**src/design/dae_pkg.sv**
```systemverilog
// shared constants, command and status types for the duration alignment expander
`default_nettype none

package dae_pkg;

   // limits of the length regulator
   localparam int MAX_DURATION = 63;
   localparam int MAX_FRAMES   = 4096;
   localparam int MAX_TOKENS   = 512;

   // field widths
   localparam int SPEED_W   = 12;
   localparam int VTOK_W    = 10;
   localparam int DUR_W     = 19;
   localparam int TOK_IDX_W = 9;
   localparam int FRM_W     = 12;
   localparam int NFR_W     = 6;
   localparam int TOT_W     = 13;

   // internal widths
   localparam int CNT_W  = $clog2(MAX_TOKENS + 1);
   localparam int QBITS  = $clog2(MAX_DURATION + 1);
   localparam int MAG_W  = DUR_W - 1;
   localparam int NUM_W  = MAG_W + 2;
   localparam int DEN_W  = SPEED_W + 1;
   localparam int STEP_W = $clog2(QBITS + 1);

   // register port
   localparam int CSR_ADDR_W = 3;
   localparam int CSR_DATA_W = 32;

   // register indexes (address bit 2)
   localparam logic [0:0] REG_SPEED        = 1'b0;
   localparam logic [0:0] REG_VALID_TOKENS = 1'b1;

   localparam logic [SPEED_W-1:0] SPEED_RESET = 12'd256;
   localparam logic [VTOK_W-1:0]  VTOK_RESET  = 10'd512;

   // controller to datapath
   typedef struct packed {
      logic load;
      logic div_step;
      logic finish;
      logic emit;
   } dae_cmd_type;

   // datapath to controller
   typedef struct packed {
      logic skip;
      logic div_last;
      logic rsp_free;
      logic emit_last;
   } dae_stat_type;

endpackage

`default_nettype wire

```
**src/design/dae_csr.sv**
```systemverilog
// configuration registers behind the apb-style port
`default_nettype none

module dae_csr
   import dae_pkg::*;
(
   input  wire                    clock,
   input  wire                    reset,
   input  wire                    psel,
   input  wire                    penable,
   input  wire                    pwrite,
   input  wire [CSR_ADDR_W-1:0]   paddr,
   input  wire [CSR_DATA_W-1:0]   pwdata,
   output logic [CSR_DATA_W-1:0]  prdata,
   output logic                   pready,
   output logic [SPEED_W-1:0]     speed,
   output logic [VTOK_W-1:0]      valid_tokens
);

   logic [SPEED_W-1:0] speed_ff;
   logic [SPEED_W-1:0] speed_in;
   logic [VTOK_W-1:0]  vtok_ff;
   logic [VTOK_W-1:0]  vtok_in;
   logic               wr_en;
   logic [0:0]         reg_idx;

   assign pready  = 1'b1;
   assign wr_en   = psel & penable & pwrite;
   assign reg_idx = paddr[2];

   // register write decode
   always_comb begin
      speed_in = speed_ff;
      vtok_in  = vtok_ff;
      if (wr_en) begin
         unique case (reg_idx)
            REG_SPEED:        speed_in = pwdata[SPEED_W-1:0];
            REG_VALID_TOKENS: vtok_in  = pwdata[VTOK_W-1:0];
            default:          speed_in = speed_ff;
         endcase
      end
   end

   always_ff @(posedge clock) begin
      if (reset) begin
         speed_ff <= SPEED_RESET;
         vtok_ff  <= VTOK_RESET;
      end else begin
         speed_ff <= speed_in;
         vtok_ff  <= vtok_in;
      end
   end

   // read mux
   always_comb begin
      unique case (reg_idx)
         REG_SPEED:        prdata = CSR_DATA_W'(speed_ff);
         REG_VALID_TOKENS: prdata = CSR_DATA_W'(vtok_ff);
         default:          prdata = '0;
      endcase
   end

   assign speed        = speed_ff;
   assign valid_tokens = vtok_ff;

endmodule

`default_nettype wire

```
**src/design/dae_ctrl.sv**
```systemverilog
// sequencing state machine: accept, divide, finish, emit frames
`default_nettype none

module dae_ctrl
   import dae_pkg::*;
(
   input  wire               clock,
   input  wire               reset,
   input  wire               req_valid,
   output logic              req_ready,
   input  wire dae_stat_type stat,
   output dae_cmd_type       cmd
);

   typedef enum logic [3:0] {
      ST_IDLE = 4'b0001,
      ST_DIV  = 4'b0010,
      ST_FIN  = 4'b0100,
      ST_EMIT = 4'b1000
   } state_type;

   state_type state_ff;
   state_type state_in;

   assign req_ready = (state_ff == ST_IDLE);

   // next state and commands
   always_comb begin
      state_in = state_ff;
      cmd      = '0;
      unique case (state_ff)
         ST_IDLE: begin
            if (req_valid) begin
               cmd.load = 1'b1;
               state_in = ST_DIV;
            end
         end
         ST_DIV: begin
            if (stat.skip) begin
               state_in = ST_FIN;
            end else begin
               cmd.div_step = 1'b1;
               if (stat.div_last) begin
                  state_in = ST_FIN;
               end
            end
         end
         ST_FIN: begin
            cmd.finish = 1'b1;
            state_in   = ST_EMIT;
         end
         ST_EMIT: begin
            if (stat.rsp_free) begin
               cmd.emit = 1'b1;
               if (stat.emit_last) begin
                  state_in = ST_IDLE;
               end
            end
         end
         default: state_in = ST_IDLE;
      endcase
   end

   always_ff @(posedge clock) begin
      if (reset) begin
         state_ff <= ST_IDLE;
      end else begin
         state_ff <= state_in;
      end
   end

endmodule

`default_nettype wire

```
**src/design/dae_dpath.sv**
```systemverilog
// datapath: bit-serial rounding divider, frame totals and result register
`default_nettype none

module dae_dpath
   import dae_pkg::*;
(
   input  wire                    clock,
   input  wire                    reset,
   input  wire [SPEED_W-1:0]      speed,
   input  wire [VTOK_W-1:0]       valid_tokens,
   input  wire signed [DUR_W-1:0] req_duration,
   input  wire                    req_last_token,
   input  wire                    rsp_ready,
   input  wire dae_cmd_type       cmd,
   output dae_stat_type           stat,
   output logic                   rsp_valid,
   output logic [TOK_IDX_W-1:0]   rsp_token_index,
   output logic [FRM_W-1:0]       rsp_frame_index,
   output logic [NFR_W-1:0]       rsp_token_frames,
   output logic [TOT_W-1:0]       rsp_token_start,
   output logic                   rsp_has_frame,
   output logic                   rsp_last,
   output logic [TOT_W-1:0]       rsp_sequence_total,
   output logic                   rsp_overflow
);

   // divider registers
   logic [NUM_W-1:0]  num_ff, num_in;
   logic [DEN_W-1:0]  den_ff, den_in;
   logic [QBITS-1:0]  quo_ff, quo_in;
   logic [STEP_W-1:0] step_ff, step_in;
   logic              big_ff, big_in;
   logic              skip_ff, skip_in;
   logic              real_ff, real_in;
   logic              ltok_ff, ltok_in;

   // per-token results
   logic [NFR_W-1:0]  nfr_ff, nfr_in;
   logic [TOT_W-1:0]  total_ff, total_in;
   logic [NFR_W-1:0]  emit_ff, emit_in;
   logic [NFR_W-1:0]  k_ff, k_in;

   // sequence state
   logic [TOT_W-1:0]  run_total_ff, run_total_in;
   logic [CNT_W-1:0]  tok_cnt_ff, tok_cnt_in;
   logic              ovf_seen_ff, ovf_seen_in;

   // result register
   logic                 out_valid_ff, out_valid_in;
   logic [TOK_IDX_W-1:0] out_tok_ff, out_tok_in;
   logic [FRM_W-1:0]     out_frm_ff, out_frm_in;
   logic [NFR_W-1:0]     out_nfr_ff, out_nfr_in;
   logic [TOT_W-1:0]     out_start_ff, out_start_in;
   logic                 out_has_ff, out_has_in;
   logic                 out_last_ff, out_last_in;
   logic [TOT_W-1:0]     out_seq_ff, out_seq_in;
   logic                 out_ovf_ff, out_ovf_in;

   // helpers
   logic [SPEED_W-1:0] speed_eff;
   logic               tok_real;
   logic [NUM_W-1:0]   trial;
   logic               ge;
   logic [QBITS-1:0]   quo_min1;
   logic               dur_sat;
   logic [NFR_W-1:0]   nfr_fin;
   logic [TOT_W:0]     sum;
   logic               tot_sat;
   logic [TOT_W-1:0]   total_fin;
   logic               emit_last;
   logic [TOT_W-1:0]   frame_pos;

   assign speed_eff = (speed == '0) ? SPEED_W'(1) : speed;
   assign tok_real  = (32'(tok_cnt_ff) < 32'(valid_tokens)) &&
                      (32'(tok_cnt_ff) < MAX_TOKENS);

   // one restoring step per cycle, top step only detects saturation
   assign trial = NUM_W'(den_ff) << step_ff;
   assign ge    = (num_ff >= trial);

   // frame count of the token and the clipped total
   assign quo_min1  = (quo_ff == '0) ? QBITS'(1) : quo_ff;
   assign dur_sat   = !skip_ff && (big_ff || (32'(quo_ff) > MAX_DURATION));
   assign nfr_fin   = skip_ff ? (real_ff ? NFR_W'(1) : '0) :
                      dur_sat ? NFR_W'(MAX_DURATION) : NFR_W'(quo_min1);
   assign sum       = (TOT_W+1)'(run_total_ff) + (TOT_W+1)'(nfr_fin);
   assign tot_sat   = (sum > (TOT_W+1)'(MAX_FRAMES));
   assign total_fin = tot_sat ? TOT_W'(MAX_FRAMES) : sum[TOT_W-1:0];

   assign emit_last = (emit_ff == '0) || (NFR_W'(k_ff + NFR_W'(1)) == emit_ff);
   assign frame_pos = run_total_ff + TOT_W'(k_ff);

   // divider and token working registers
   always_comb begin
      num_in   = num_ff;
      den_in   = den_ff;
      quo_in   = quo_ff;
      step_in  = step_ff;
      big_in   = big_ff;
      skip_in  = skip_ff;
      real_in  = real_ff;
      ltok_in  = ltok_ff;
      nfr_in   = nfr_ff;
      total_in = total_ff;
      emit_in  = emit_ff;
      k_in     = k_ff;
      if (cmd.load) begin
         num_in  = NUM_W'({req_duration[MAG_W-1:0], 1'b0}) + NUM_W'(speed_eff);
         den_in  = {speed_eff, 1'b0};
         quo_in  = '0;
         step_in = STEP_W'(QBITS);
         big_in  = 1'b0;
         skip_in = req_duration[DUR_W-1] | ~tok_real;
         real_in = tok_real;
         ltok_in = req_last_token;
      end
      if (cmd.div_step) begin
         step_in = step_ff - STEP_W'(1);
         if (step_ff == STEP_W'(QBITS)) begin
            big_in = ge;
         end else begin
            quo_in = {quo_ff[QBITS-2:0], ge};
            if (ge) begin
               num_in = num_ff - trial;
            end
         end
      end
      if (cmd.finish) begin
         nfr_in   = nfr_fin;
         total_in = total_fin;
         emit_in  = NFR_W'(total_fin - run_total_ff);
         k_in     = '0;
      end
      if (cmd.emit) begin
         k_in = k_ff + NFR_W'(1);
      end
   end

   always_ff @(posedge clock) begin
      num_ff   <= num_in;
      den_ff   <= den_in;
      quo_ff   <= quo_in;
      step_ff  <= step_in;
      big_ff   <= big_in;
      skip_ff  <= skip_in;
      real_ff  <= real_in;
      ltok_ff  <= ltok_in;
      nfr_ff   <= nfr_in;
      total_ff <= total_in;
      emit_ff  <= emit_in;
      k_ff     <= k_in;
   end

   // sequence state: sticky overflow at finish, commit on the last item of a token
   always_comb begin
      run_total_in = run_total_ff;
      tok_cnt_in   = tok_cnt_ff;
      ovf_seen_in  = ovf_seen_ff;
      if (cmd.finish) begin
         ovf_seen_in = ovf_seen_ff | dur_sat | tot_sat;
      end
      if (cmd.emit && emit_last) begin
         if (ltok_ff) begin
            run_total_in = '0;
            tok_cnt_in   = '0;
            ovf_seen_in  = 1'b0;
         end else begin
            run_total_in = total_ff;
            if (32'(tok_cnt_ff) < MAX_TOKENS) begin
               tok_cnt_in = tok_cnt_ff + CNT_W'(1);
            end
         end
      end
   end

   always_ff @(posedge clock) begin
      if (reset) begin
         run_total_ff <= '0;
         tok_cnt_ff   <= '0;
         ovf_seen_ff  <= 1'b0;
      end else begin
         run_total_ff <= run_total_in;
         tok_cnt_ff   <= tok_cnt_in;
         ovf_seen_ff  <= ovf_seen_in;
      end
   end

   // result register, loaded when empty or being taken
   always_comb begin
      out_valid_in = out_valid_ff & ~rsp_ready;
      out_tok_in   = out_tok_ff;
      out_frm_in   = out_frm_ff;
      out_nfr_in   = out_nfr_ff;
      out_start_in = out_start_ff;
      out_has_in   = out_has_ff;
      out_last_in  = out_last_ff;
      out_seq_in   = out_seq_ff;
      out_ovf_in   = out_ovf_ff;
      if (cmd.emit) begin
         out_valid_in = 1'b1;
         out_tok_in   = tok_cnt_ff[TOK_IDX_W-1:0];
         out_has_in   = (emit_ff != '0);
         out_frm_in   = (emit_ff != '0) ? frame_pos[FRM_W-1:0] : '0;
         out_nfr_in   = nfr_ff;
         out_start_in = run_total_ff;
         out_last_in  = emit_last;
         out_seq_in   = (emit_last && ltok_ff) ? total_ff : '0;
         out_ovf_in   = ovf_seen_ff;
      end
   end

   always_ff @(posedge clock) begin
      if (reset) begin
         out_valid_ff <= 1'b0;
      end else begin
         out_valid_ff <= out_valid_in;
      end
   end

   always_ff @(posedge clock) begin
      out_tok_ff   <= out_tok_in;
      out_frm_ff   <= out_frm_in;
      out_nfr_ff   <= out_nfr_in;
      out_start_ff <= out_start_in;
      out_has_ff   <= out_has_in;
      out_last_ff  <= out_last_in;
      out_seq_ff   <= out_seq_in;
      out_ovf_ff   <= out_ovf_in;
   end

   // status back to the controller
   assign stat.skip      = skip_ff;
   assign stat.div_last  = (step_ff == '0);
   assign stat.rsp_free  = ~out_valid_ff | rsp_ready;
   assign stat.emit_last = emit_last;

   assign rsp_valid          = out_valid_ff;
   assign rsp_token_index    = out_tok_ff;
   assign rsp_frame_index    = out_frm_ff;
   assign rsp_token_frames   = out_nfr_ff;
   assign rsp_token_start    = out_start_ff;
   assign rsp_has_frame      = out_has_ff;
   assign rsp_last           = out_last_ff;
   assign rsp_sequence_total = out_seq_ff;
   assign rsp_overflow       = out_ovf_ff;

endmodule

`default_nettype wire

```
**src/design/duration_alignment_expander.sv**
```systemverilog
// top level of the duration alignment expander (length regulator)
//
//   channel   direction  handshake              payload
//   req       in         req_valid/req_ready    duration, last_token
//   rsp       out        rsp_valid/rsp_ready    one item per frame of the token, one if it has none
//   csr       in/out     psel/penable/pwrite    speed (addr 0), valid_tokens (addr 4)
//
// an item passes an accept step, the one-bit-per-cycle rounding divider and
// a finish step, then gives one result item per cycle while rsp_ready is high,
// max(1, frames) items in all, before the block is ready again.
// padding tokens and negative durations bypass the divider steps.
// synchronous reset clears the sequence state, the handshakes and the csr registers.
// a stalled rsp holds the result register and the emit sequencer.
`default_nettype none

module duration_alignment_expander
   import dae_pkg::*;
(
   input  wire                    clock,
   input  wire                    reset,
   // input items
   input  wire                    req_valid,
   output logic                   req_ready,
   input  wire signed [DUR_W-1:0] req_duration,
   input  wire                    req_last_token,
   // result items
   output logic                   rsp_valid,
   input  wire                    rsp_ready,
   output logic [TOK_IDX_W-1:0]   rsp_token_index,
   output logic [FRM_W-1:0]       rsp_frame_index,
   output logic [NFR_W-1:0]       rsp_token_frames,
   output logic [TOT_W-1:0]       rsp_token_start,
   output logic                   rsp_has_frame,
   output logic                   rsp_last,
   output logic [TOT_W-1:0]       rsp_sequence_total,
   output logic                   rsp_overflow,
   // configuration
   input  wire                    psel,
   input  wire                    penable,
   input  wire                    pwrite,
   input  wire [CSR_ADDR_W-1:0]   paddr,
   input  wire [CSR_DATA_W-1:0]   pwdata,
   output logic [CSR_DATA_W-1:0]  prdata,
   output logic                   pready
);

   logic [SPEED_W-1:0] speed;
   logic [VTOK_W-1:0]  valid_tokens;
   dae_cmd_type        cmd;
   dae_stat_type       stat;

   // configuration registers
   dae_csr u_csr (
      .clock        (clock),
      .reset        (reset),
      .psel         (psel),
      .penable      (penable),
      .pwrite       (pwrite),
      .paddr        (paddr),
      .pwdata       (pwdata),
      .prdata       (prdata),
      .pready       (pready),
      .speed        (speed),
      .valid_tokens (valid_tokens)
   );

   // sequencer
   dae_ctrl u_ctrl (
      .clock     (clock),
      .reset     (reset),
      .req_valid (req_valid),
      .req_ready (req_ready),
      .stat      (stat),
      .cmd       (cmd)
   );

   // divider, totals and result register
   dae_dpath u_dpath (
      .clock              (clock),
      .reset              (reset),
      .speed              (speed),
      .valid_tokens       (valid_tokens),
      .req_duration       (req_duration),
      .req_last_token     (req_last_token),
      .rsp_ready          (rsp_ready),
      .cmd                (cmd),
      .stat               (stat),
      .rsp_valid          (rsp_valid),
      .rsp_token_index    (rsp_token_index),
      .rsp_frame_index    (rsp_frame_index),
      .rsp_token_frames   (rsp_token_frames),
      .rsp_token_start    (rsp_token_start),
      .rsp_has_frame      (rsp_has_frame),
      .rsp_last           (rsp_last),
      .rsp_sequence_total (rsp_sequence_total),
      .rsp_overflow       (rsp_overflow)
   );

endmodule

`default_nettype wire

```
**config.mk**
```make
export PLATFORM = sky130hd
export DESIGN_NAME = duration_alignment_expander
export DESIGN_NICKNAME = d
export VERILOG_FILES = /design/src/design/dae_pkg.sv /design/src/design/dae_csr.sv /design/src/design/dae_ctrl.sv /design/src/design/dae_dpath.sv /design/src/design/duration_alignment_expander.sv
export SDC_FILE = /design/constraint.sdc
export NUM_CORES = 1
export LEC_CHECK = 0
export ABC_AREA = 1
export BUFFER_PORTS_ARGS = -buffer_cell sky130_fd_sc_hd__buf_2
export CAP_MARGIN = 20
export CORE_MARGIN = 5
export CORE_UTILIZATION = 45
export CTS_CLUSTER_SIZE = 10
export DETAILED_ROUTE_END_ITERATION = 10
export HOLD_SLACK_MARGIN = 0.03
export PLACE_DENSITY = 0.76
export SLEW_MARGIN = 20
export SYNTH_ARGS = -nofsm -noshare
export SYNTH_HDL_FRONTEND = slang
export SYNTH_SLANG_ARGS = --single-unit
export TNS_END_PERCENT = 100
```
**constraint.sdc**
```tcl
create_clock -name clock -period 5.65 [get_ports clock]
set_input_delay 1.4125 -clock clock [delete_from_list [all_inputs] [get_ports clock]]
set_output_delay 1.4125 -clock clock [all_outputs]
set_load 0.005 [all_outputs]
```
# Word-level counts from Yosys, hierarchy flattened

Cells that the tools add are included.

Logic and storage cells: 120
Output and inout bits: 91
Register bits after elaboration: 183
Bits of input ports: 62

Reduce and logical (&&, ||, !) cells: 18
Muxes and demuxes: 41
Equality and inequality tests: 10
Order comparisons: 4
Bitwise operators: 11
Shift operators: 1
$add $sub $neg: 8

Operators with widths:

| cell                  | count |
|---|---|
| $mux 20               | 4 |
| $pmux 32 s2           | 1 |
| $mux 6                | 8 |
| $mux 13               | 2 |
| $add 19x12->20        | 1 |
| $ge 20x20->1          | 1 |
| $mux 10               | 2 |
| $mux 4                | 5 |
| $shl 13x3->20         | 1 |
| $sub 20x20->20        | 1 |
| $pmux 4 s4            | 1 |
| $mux 1                | 15 |
| $add 13x6->14         | 1 |
| $gt 14x13->1 const B  | 1 |
| $add 12x6->12         | 1 |
| $logic_not 12->1      | 1 |
| $logic_not 6->1       | 2 |
| $mux 12               | 1 |
| $add 10x1->10 const B | 1 |
| $lt 10x10->1          | 1 |
| $lt 10x10->1 const B  | 1 |
| $add 6x1->6 const B   | 1 |
| $eq 6x6->1            | 1 |
| $mux 3                | 2 |
| 21 further kinds      | 37 |

# Logic depth before layout (Yosys ltp)

Depth after elaboration: 10
Gate-level depth with buffers: 29
Depth with buffers taken out: 27

# Hierarchy

From an unflattened synthesis, not the netlist that was laid out.

Cells, all modules: 1,377
Area, all modules: 10,850.4 µm²

By module, submodules not included:

| module    | seq. area each (µm²) | times used | area each (µm²) | cells each |
|---|---|---|---|---|
| dae_dpath | 4,204.0              | 1          | 9,386.5         | 1,146 |
| dae_csr   | 440.4                | 1          | 1,222.4         | 194 |
| dae_ctrl  | 80.1                 | 1          | 241.5           | 37 |

# Worst setup path before layout

OpenSTA, ideal clock, no wires.

Path type: register to register
From: register u_ctrl.state_ff[2]
To: register u_dpath.k_ff[0] (enable)
Setup time: 0.314 ns
Path buffers: 0
Required time: 5.336 ns
Stages on the path, launching flop included: 4
Setup slack: 1.707 ns
Data arrival time: 3.630 ns
Period minus slack after synthesis: 3.943 ns
Path through: dfxtp_1 -> inv_1 -> nor4_1 -> or2_2

Longest elaborated chain between the ends: 3
Elaborated cells between the ends (all ways): 5
Classes of those cells: 2 x eq/ne; 2 x mux; 1 x reduce/logical

RTL lines:

| what                                            | line             | text |
|---|---|---|
| start, declared                                 | dae_ctrl.sv:22   | `state_type state_ff;` |
| start signal, assigned                          | dae_ctrl.sv:68   | `state_ff <= state_in;` |
| $eq 4x3->1 / $eq 4x4->1 (equally long branches) | dae_ctrl.sv:31   | `unique case (state_ff)` |
| $mux 1                                          | dae_ctrl.sv:31   |  |
| $reduce_bool 2->1 (no source line) *            | -                |  |
| end signal, assigned                            | dae_dpath.sv:151 | `k_ff <= k_in;` |
| end, declared                                   | dae_dpath.sv:41  | `logic [NFR_W-1:0] k_ff, k_in;` |

Mark *: on every way between the ends. The rest lies on a longest branch, timed or not.
A chain may end at the register's enable or synchronous reset.

# Final worst setup path

From: register u_dpath.skip_ff
To: register u_dpath.emit_ff[5], data pin

Longest elaborated chain between the ends: 8

RTL lines:

| what                     | line             | text |
|---|---|---|
| start, declared          | dae_dpath.sv:33  | `logic skip_ff, skip_in;` |
| start signal, assigned   | dae_dpath.sv:145 | `skip_ff <= skip_in;` |
| $logic_not 1->1          | dae_dpath.sv:83  | `assign dur_sat = !skip_ff && (big_ff \|\| (32'(quo_ff) > MAX_DURATION));` |
| $logic_and 1x1->1        | dae_dpath.sv:83  |  |
| $mux 6                   | dae_dpath.sv:85  | `dur_sat ? NFR_W'(MAX_DURATION) : NFR_W'(quo_min1);` |
| $mux 6 *                 | dae_dpath.sv:84  | `assign nfr_fin = skip_ff ? (real_ff ? NFR_W'(1) : '0) :` |
| net u_dpath.nfr_fin[0]   | dae_dpath.sv:66  | `logic [NFR_W-1:0] nfr_fin;` |
| $add 13x6->14 *          | dae_dpath.sv:86  | `assign sum = (TOT_W+1)'(run_total_ff) + (TOT_W+1)'(nfr_fin);` |
| $gt 14x13->1             | dae_dpath.sv:87  | `assign tot_sat = (sum > (TOT_W+1)'(MAX_FRAMES));` |
| $mux 13 *                | dae_dpath.sv:88  | `assign total_fin = tot_sat ? TOT_W'(MAX_FRAMES) : sum[TOT_W-1:0];` |
| net u_dpath.total_fin[2] | dae_dpath.sv:69  | `logic [TOT_W-1:0] total_fin;` |
| $sub 6x6->6 *            | dae_dpath.sv:131 | `emit_in = NFR_W'(total_fin - run_total_ff);` |
| end signal, assigned     | dae_dpath.sv:150 | `emit_ff <= emit_in;` |
| end, declared            | dae_dpath.sv:40  | `logic [NFR_W-1:0] emit_ff, emit_in;` |

The timed path passes the listed nets; every way through them passes the cells marked *.

==> impl_metrics.csv <==
group,metric,value,unit
outcome,status,"finished clean",
routing,drcViolationCount,0,
timing,rsz0062_at_grt,"no",
global_routing,grtUsageMet3,3.588,%
worst_hold_path,hold_path.class,"reg -> reg",
routing,wl_per_cell,15.39,um
clock_network,cts_max_level,4,
synth,synth_warnings,0,
power,power_density,283.3,mW/mm2
worst_setup_path,crit_required,5.86,ns
timing,finalCriticalPeriod,4.643,ns
synth,ys.flop_type,"edfxtp_1",
floorplanning,rows,56,
clock_network,post-cts-setup-buffers,0,
synth,ys_seq_area_share,44.10,%
power,power_leakage,0.005355,uW
clock_network,post_cts_resize_count,0,
global_routing,grt_max_degree,50,
floorplanning,die_h,164.3,um
clock_network,cts_made_buffers,17,
placement,placed_cell_area,0.01140,mm2
global_routing,grt-ovfl-total,0,
synth,syn_area,0.01071,mm2
worst_setup_path,crit_path_frequent_cell,"nand2_1",
routing,vias,9159,
floorplanning,fp.dieW,164.3,um
timing,worstMarginPinSlew,0.8813,ns
synth,synth_area_per_cell,8.032,um2
floorplanning,dieArea,0.02699,mm2
worst_setup_path,cp-end-kind,"flip-flop",
worst_setup_path,crit_family,"simple AND/OR/NAND/NOR gates",
floorplanning,initial_core_util,45.64,%
worst_setup_path,max_stage_delay,0.51,ns
worst_setup_path,cp-start-kind,"flip-flop",
synth,synth-edff-count,106,
placement,dp_hpwl,20080,um
clock_network,holdBufCountCts,0,
timing,slew_violations,0,
timing,finalSetupViolCount,0,
routing,drtIter0Drc,864,
flow_run,cap_violations,0,
floorplanning,boundaryPins,153,
worst_setup_path,path_buf_inv,4,
floorplanning,core-area,0.02347,mm2
global_routing,grt_pass1_wl,43280,um
timing,period_share,82.18,%
cells_and_area,final_cell_mix,"nand2_1 (271), inv_1 (167), nor2_1 (134), a21oi_1 (112), buf_2 (109)",
global_routing,antenna_found_initial,1,
global_routing,grt.busiest_layer,"met2",
power,vdd_drop_max,0.1598,mV
clock_network,clk_latency,0.45,ns
synth,async_flop_share,0,%
cells_and_area,area_growth,12.03,%
clock_network,clock_path_buffers,2,
synth,synthCells,1334,
clock_network,cts-root-buf,"clkbuf_16",
cells_and_area,final_common_cell,"nand2_1",
timing,finClkSkew,0.01933,ns
placement,io_buffers,109,
timing,finalHoldViolations,0,
cells_and_area,n_fill_cell,2218,
worst_setup_path,arrival,4.86,ns
clock_network,cts.clk_slew.worst_paths,0.08,ns
global_routing,use_met1,25.48,%
timing,finalSetupTns,0,ns
worst_setup_path,crit_fanout,11,
global_routing,grt_util_all_layers,20.15,%
routing,viasPerCell,5.231,
routing,first_pass_iters,5,
worst_setup_path,critical_path_class,"reg -> reg",
routing,ant_nets,0,
synth,ys_types,55,
cells_and_area,drive_above_1_share,13.21,%
clock_network,cts_tree,"yes",
global_routing,use_met2,34.43,%
placement,gp_congestion,0.9427,
timing,slew_headroom,39.73,%
routing,wl,26950,um
clock_network,cts_sinks,183,
cells_and_area,design_area,0.01200,mm2
cells_and_area,fin_nets,1545,
worst_setup_path,cpMaxStageDelayCell,"edfxtp_1",
timing,fmax,215.4,MHz
synth,synth-seq-cells,183,
global_routing,grt_pass1_vias,8875,
==> where the power goes <==
group | switching, uW | internal (uW)
clock network | 579 | 635
registers | 46.2 | 1460
logic | 427 | 251
==> metal layers <==
layer / vias up / part of all wire (%)
met5: - / 0
met1: 4268 / 44
met2: 277 / 48
met3: 58 / 5.2
li1: 4556 / -
met4: 0 / 2.8
==> cell usage after synthesis (3+ instances only) <==
cell | count | area [um2]
dfxtp_1 | 77 | 1541
buf_4 | 22 | 165.2
nor2_1 | 135 | 506.7
xnor2_1 | 13 | 113.9
o21bai_1 | 6 | 45.04
a21oi_1 | 112 | 560.5
buf_2 | 7 | 35.03
clkinv_1 | 4 | 15.01
edfxtp_1 | 106 | 3183
ha_1 | 61 | 763.2
inv_2 | 3 | 11.26
nor2_2 | 4 | 25.02
buf_6 | 4 | 45.04
inv_1 | 168 | 630.6
nand4_1 | 19 | 118.9
o21ai_0 | 103 | 515.5
xor2_1 | 21 | 183.9
o31ai_1 | 5 | 37.54
nor3_1 | 10 | 50.05
o21ai_1 | 8 | 40.04
nand3_1 | 62 | 310.3
clkbuf_1 | 31 | 116.4
nand2_2 | 11 | 68.82
mux2i_1 | 3 | 30.03
nand3_2 | 4 | 40.04
or2_2 | 9 | 56.30
nor4_1 | 4 | 25.02
a21o_1 | 3 | 22.52
nand2_1 | 271 | 1017
a211oi_1 | 4 | 30.03
a31oi_1 | 6 | 37.54
fa_1 | 4 | 80.08
==> cells by family after synthesis <==
family,Yosys count,share of synthesized area (%)
other,2,0.07010
adder cells (fa/ha/maj),65,7.871
AO/OA/AOI/OAI,262,13.16
multiplexers,3,0.2803
flip-flops,183,44.10
XOR/XNOR,35,2.931
AND/OR/NAND/NOR,542,21.94
buffers and inverters,242,9.646
==> per-stage QoR <==
stage | total power (uW) | instances | hold WS [ns] | setup slack, ns | utilization, %
2_1_floorplan | 2051 | 1353 | 0.4003 | 1.707 | -
3_3_place_gp | 2184 | 1718 | 0.4048 | 1.109 | 48.56
3_5_place_dp | 2201 | 1718 | 0.4061 | 1.086 | 48.56
4_1_cts | 3407 | 1750 | 0.4241 | 1.063 | 51.12
5_1_grt | 3583 | 1751 | 0.4320 | 0.5342 | 51.14
6_report | 3400 | 1751 | 0.4258 | 1.007 | 51.14
==> final cells by class <==
| cell class | instances | area, um2 | area share, % |
|---|---|---|---|
| inverters | 175 | 656.9 | 5.473 |
| repair buffers | 113 | 575.6 | 4.795 |
| flip-flops and latches | 183 | 4725 | 39.36 |
| diodes | 1 | 2.502 | 0.02085 |
| well taps | 319 | 399.1 | 3.325 |
| multi-input cells | 928 | 5041 | 42.00 |
| clock buffers | 17 | 425.4 | 3.544 |
| clock inverters | 15 | 177.7 | 1.480 |
==> worst reg2reg max path, cell delays in order (launching register included) <==
cell and delay, ns:
edfxtp_1 0.51, inv_1 0.12, nor2_1 0.05, a41oi_1 0.39
ha_1 0.30, inv_1 0.07, fa_1 0.39, inv_1 0.09
nand2_1 0.07, nand2_1 0.12, nand3_1 0.11, nand2_1 0.12
nand3_2 0.09, nor2_1 0.10, nand2_1 0.07, nand3_2 0.12
nand2_2 0.11, inv_1 0.32, nor2_1 0.13, ha_1 0.36
a21oi_1 0.27, nor2_1 0.07, a211oi_1 0.23, nand2_1 0.09
nand2_1 0.06, nand2_1 0.04
==> registers in the layout, summed over array words and instances, names as in the netlist, 3 cells and up <==
name,count
u_csr.speed,12
u_csr.valid_tokens,10
u_ctrl.state_ff,4
u_dpath.den_ff,12
u_dpath.emit_ff,6
u_dpath.k_ff,6
u_dpath.nfr_ff,6
u_dpath.num_ff,20
u_dpath.quo_ff,6
u_dpath.rsp_frame_index,12
u_dpath.rsp_sequence_total,13
u_dpath.rsp_token_frames,6
u_dpath.rsp_token_index,9
u_dpath.rsp_token_start,13
u_dpath.run_total_ff,13
u_dpath.step_ff,3
u_dpath.tok_cnt_ff,10
u_dpath.total_ff,13
==> path summary, 6_finish.rpt <==
check,to,startpoint,depth (start not counted),slack [ns]
worst max-delay path,u_dpath.emit_ff[5],u_dpath.skip_ff,25,1.01
worst min-delay path,u_dpath.rsp_token_frames[3],u_dpath.nfr_ff[3],0,0.43
worst max register to register,u_dpath.emit_ff[5],u_dpath.skip_ff,25,1.01
worst min register to register,u_dpath.rsp_token_frames[3],u_dpath.nfr_ff[3],0,0.43
(Power assumes the default switching activity.)
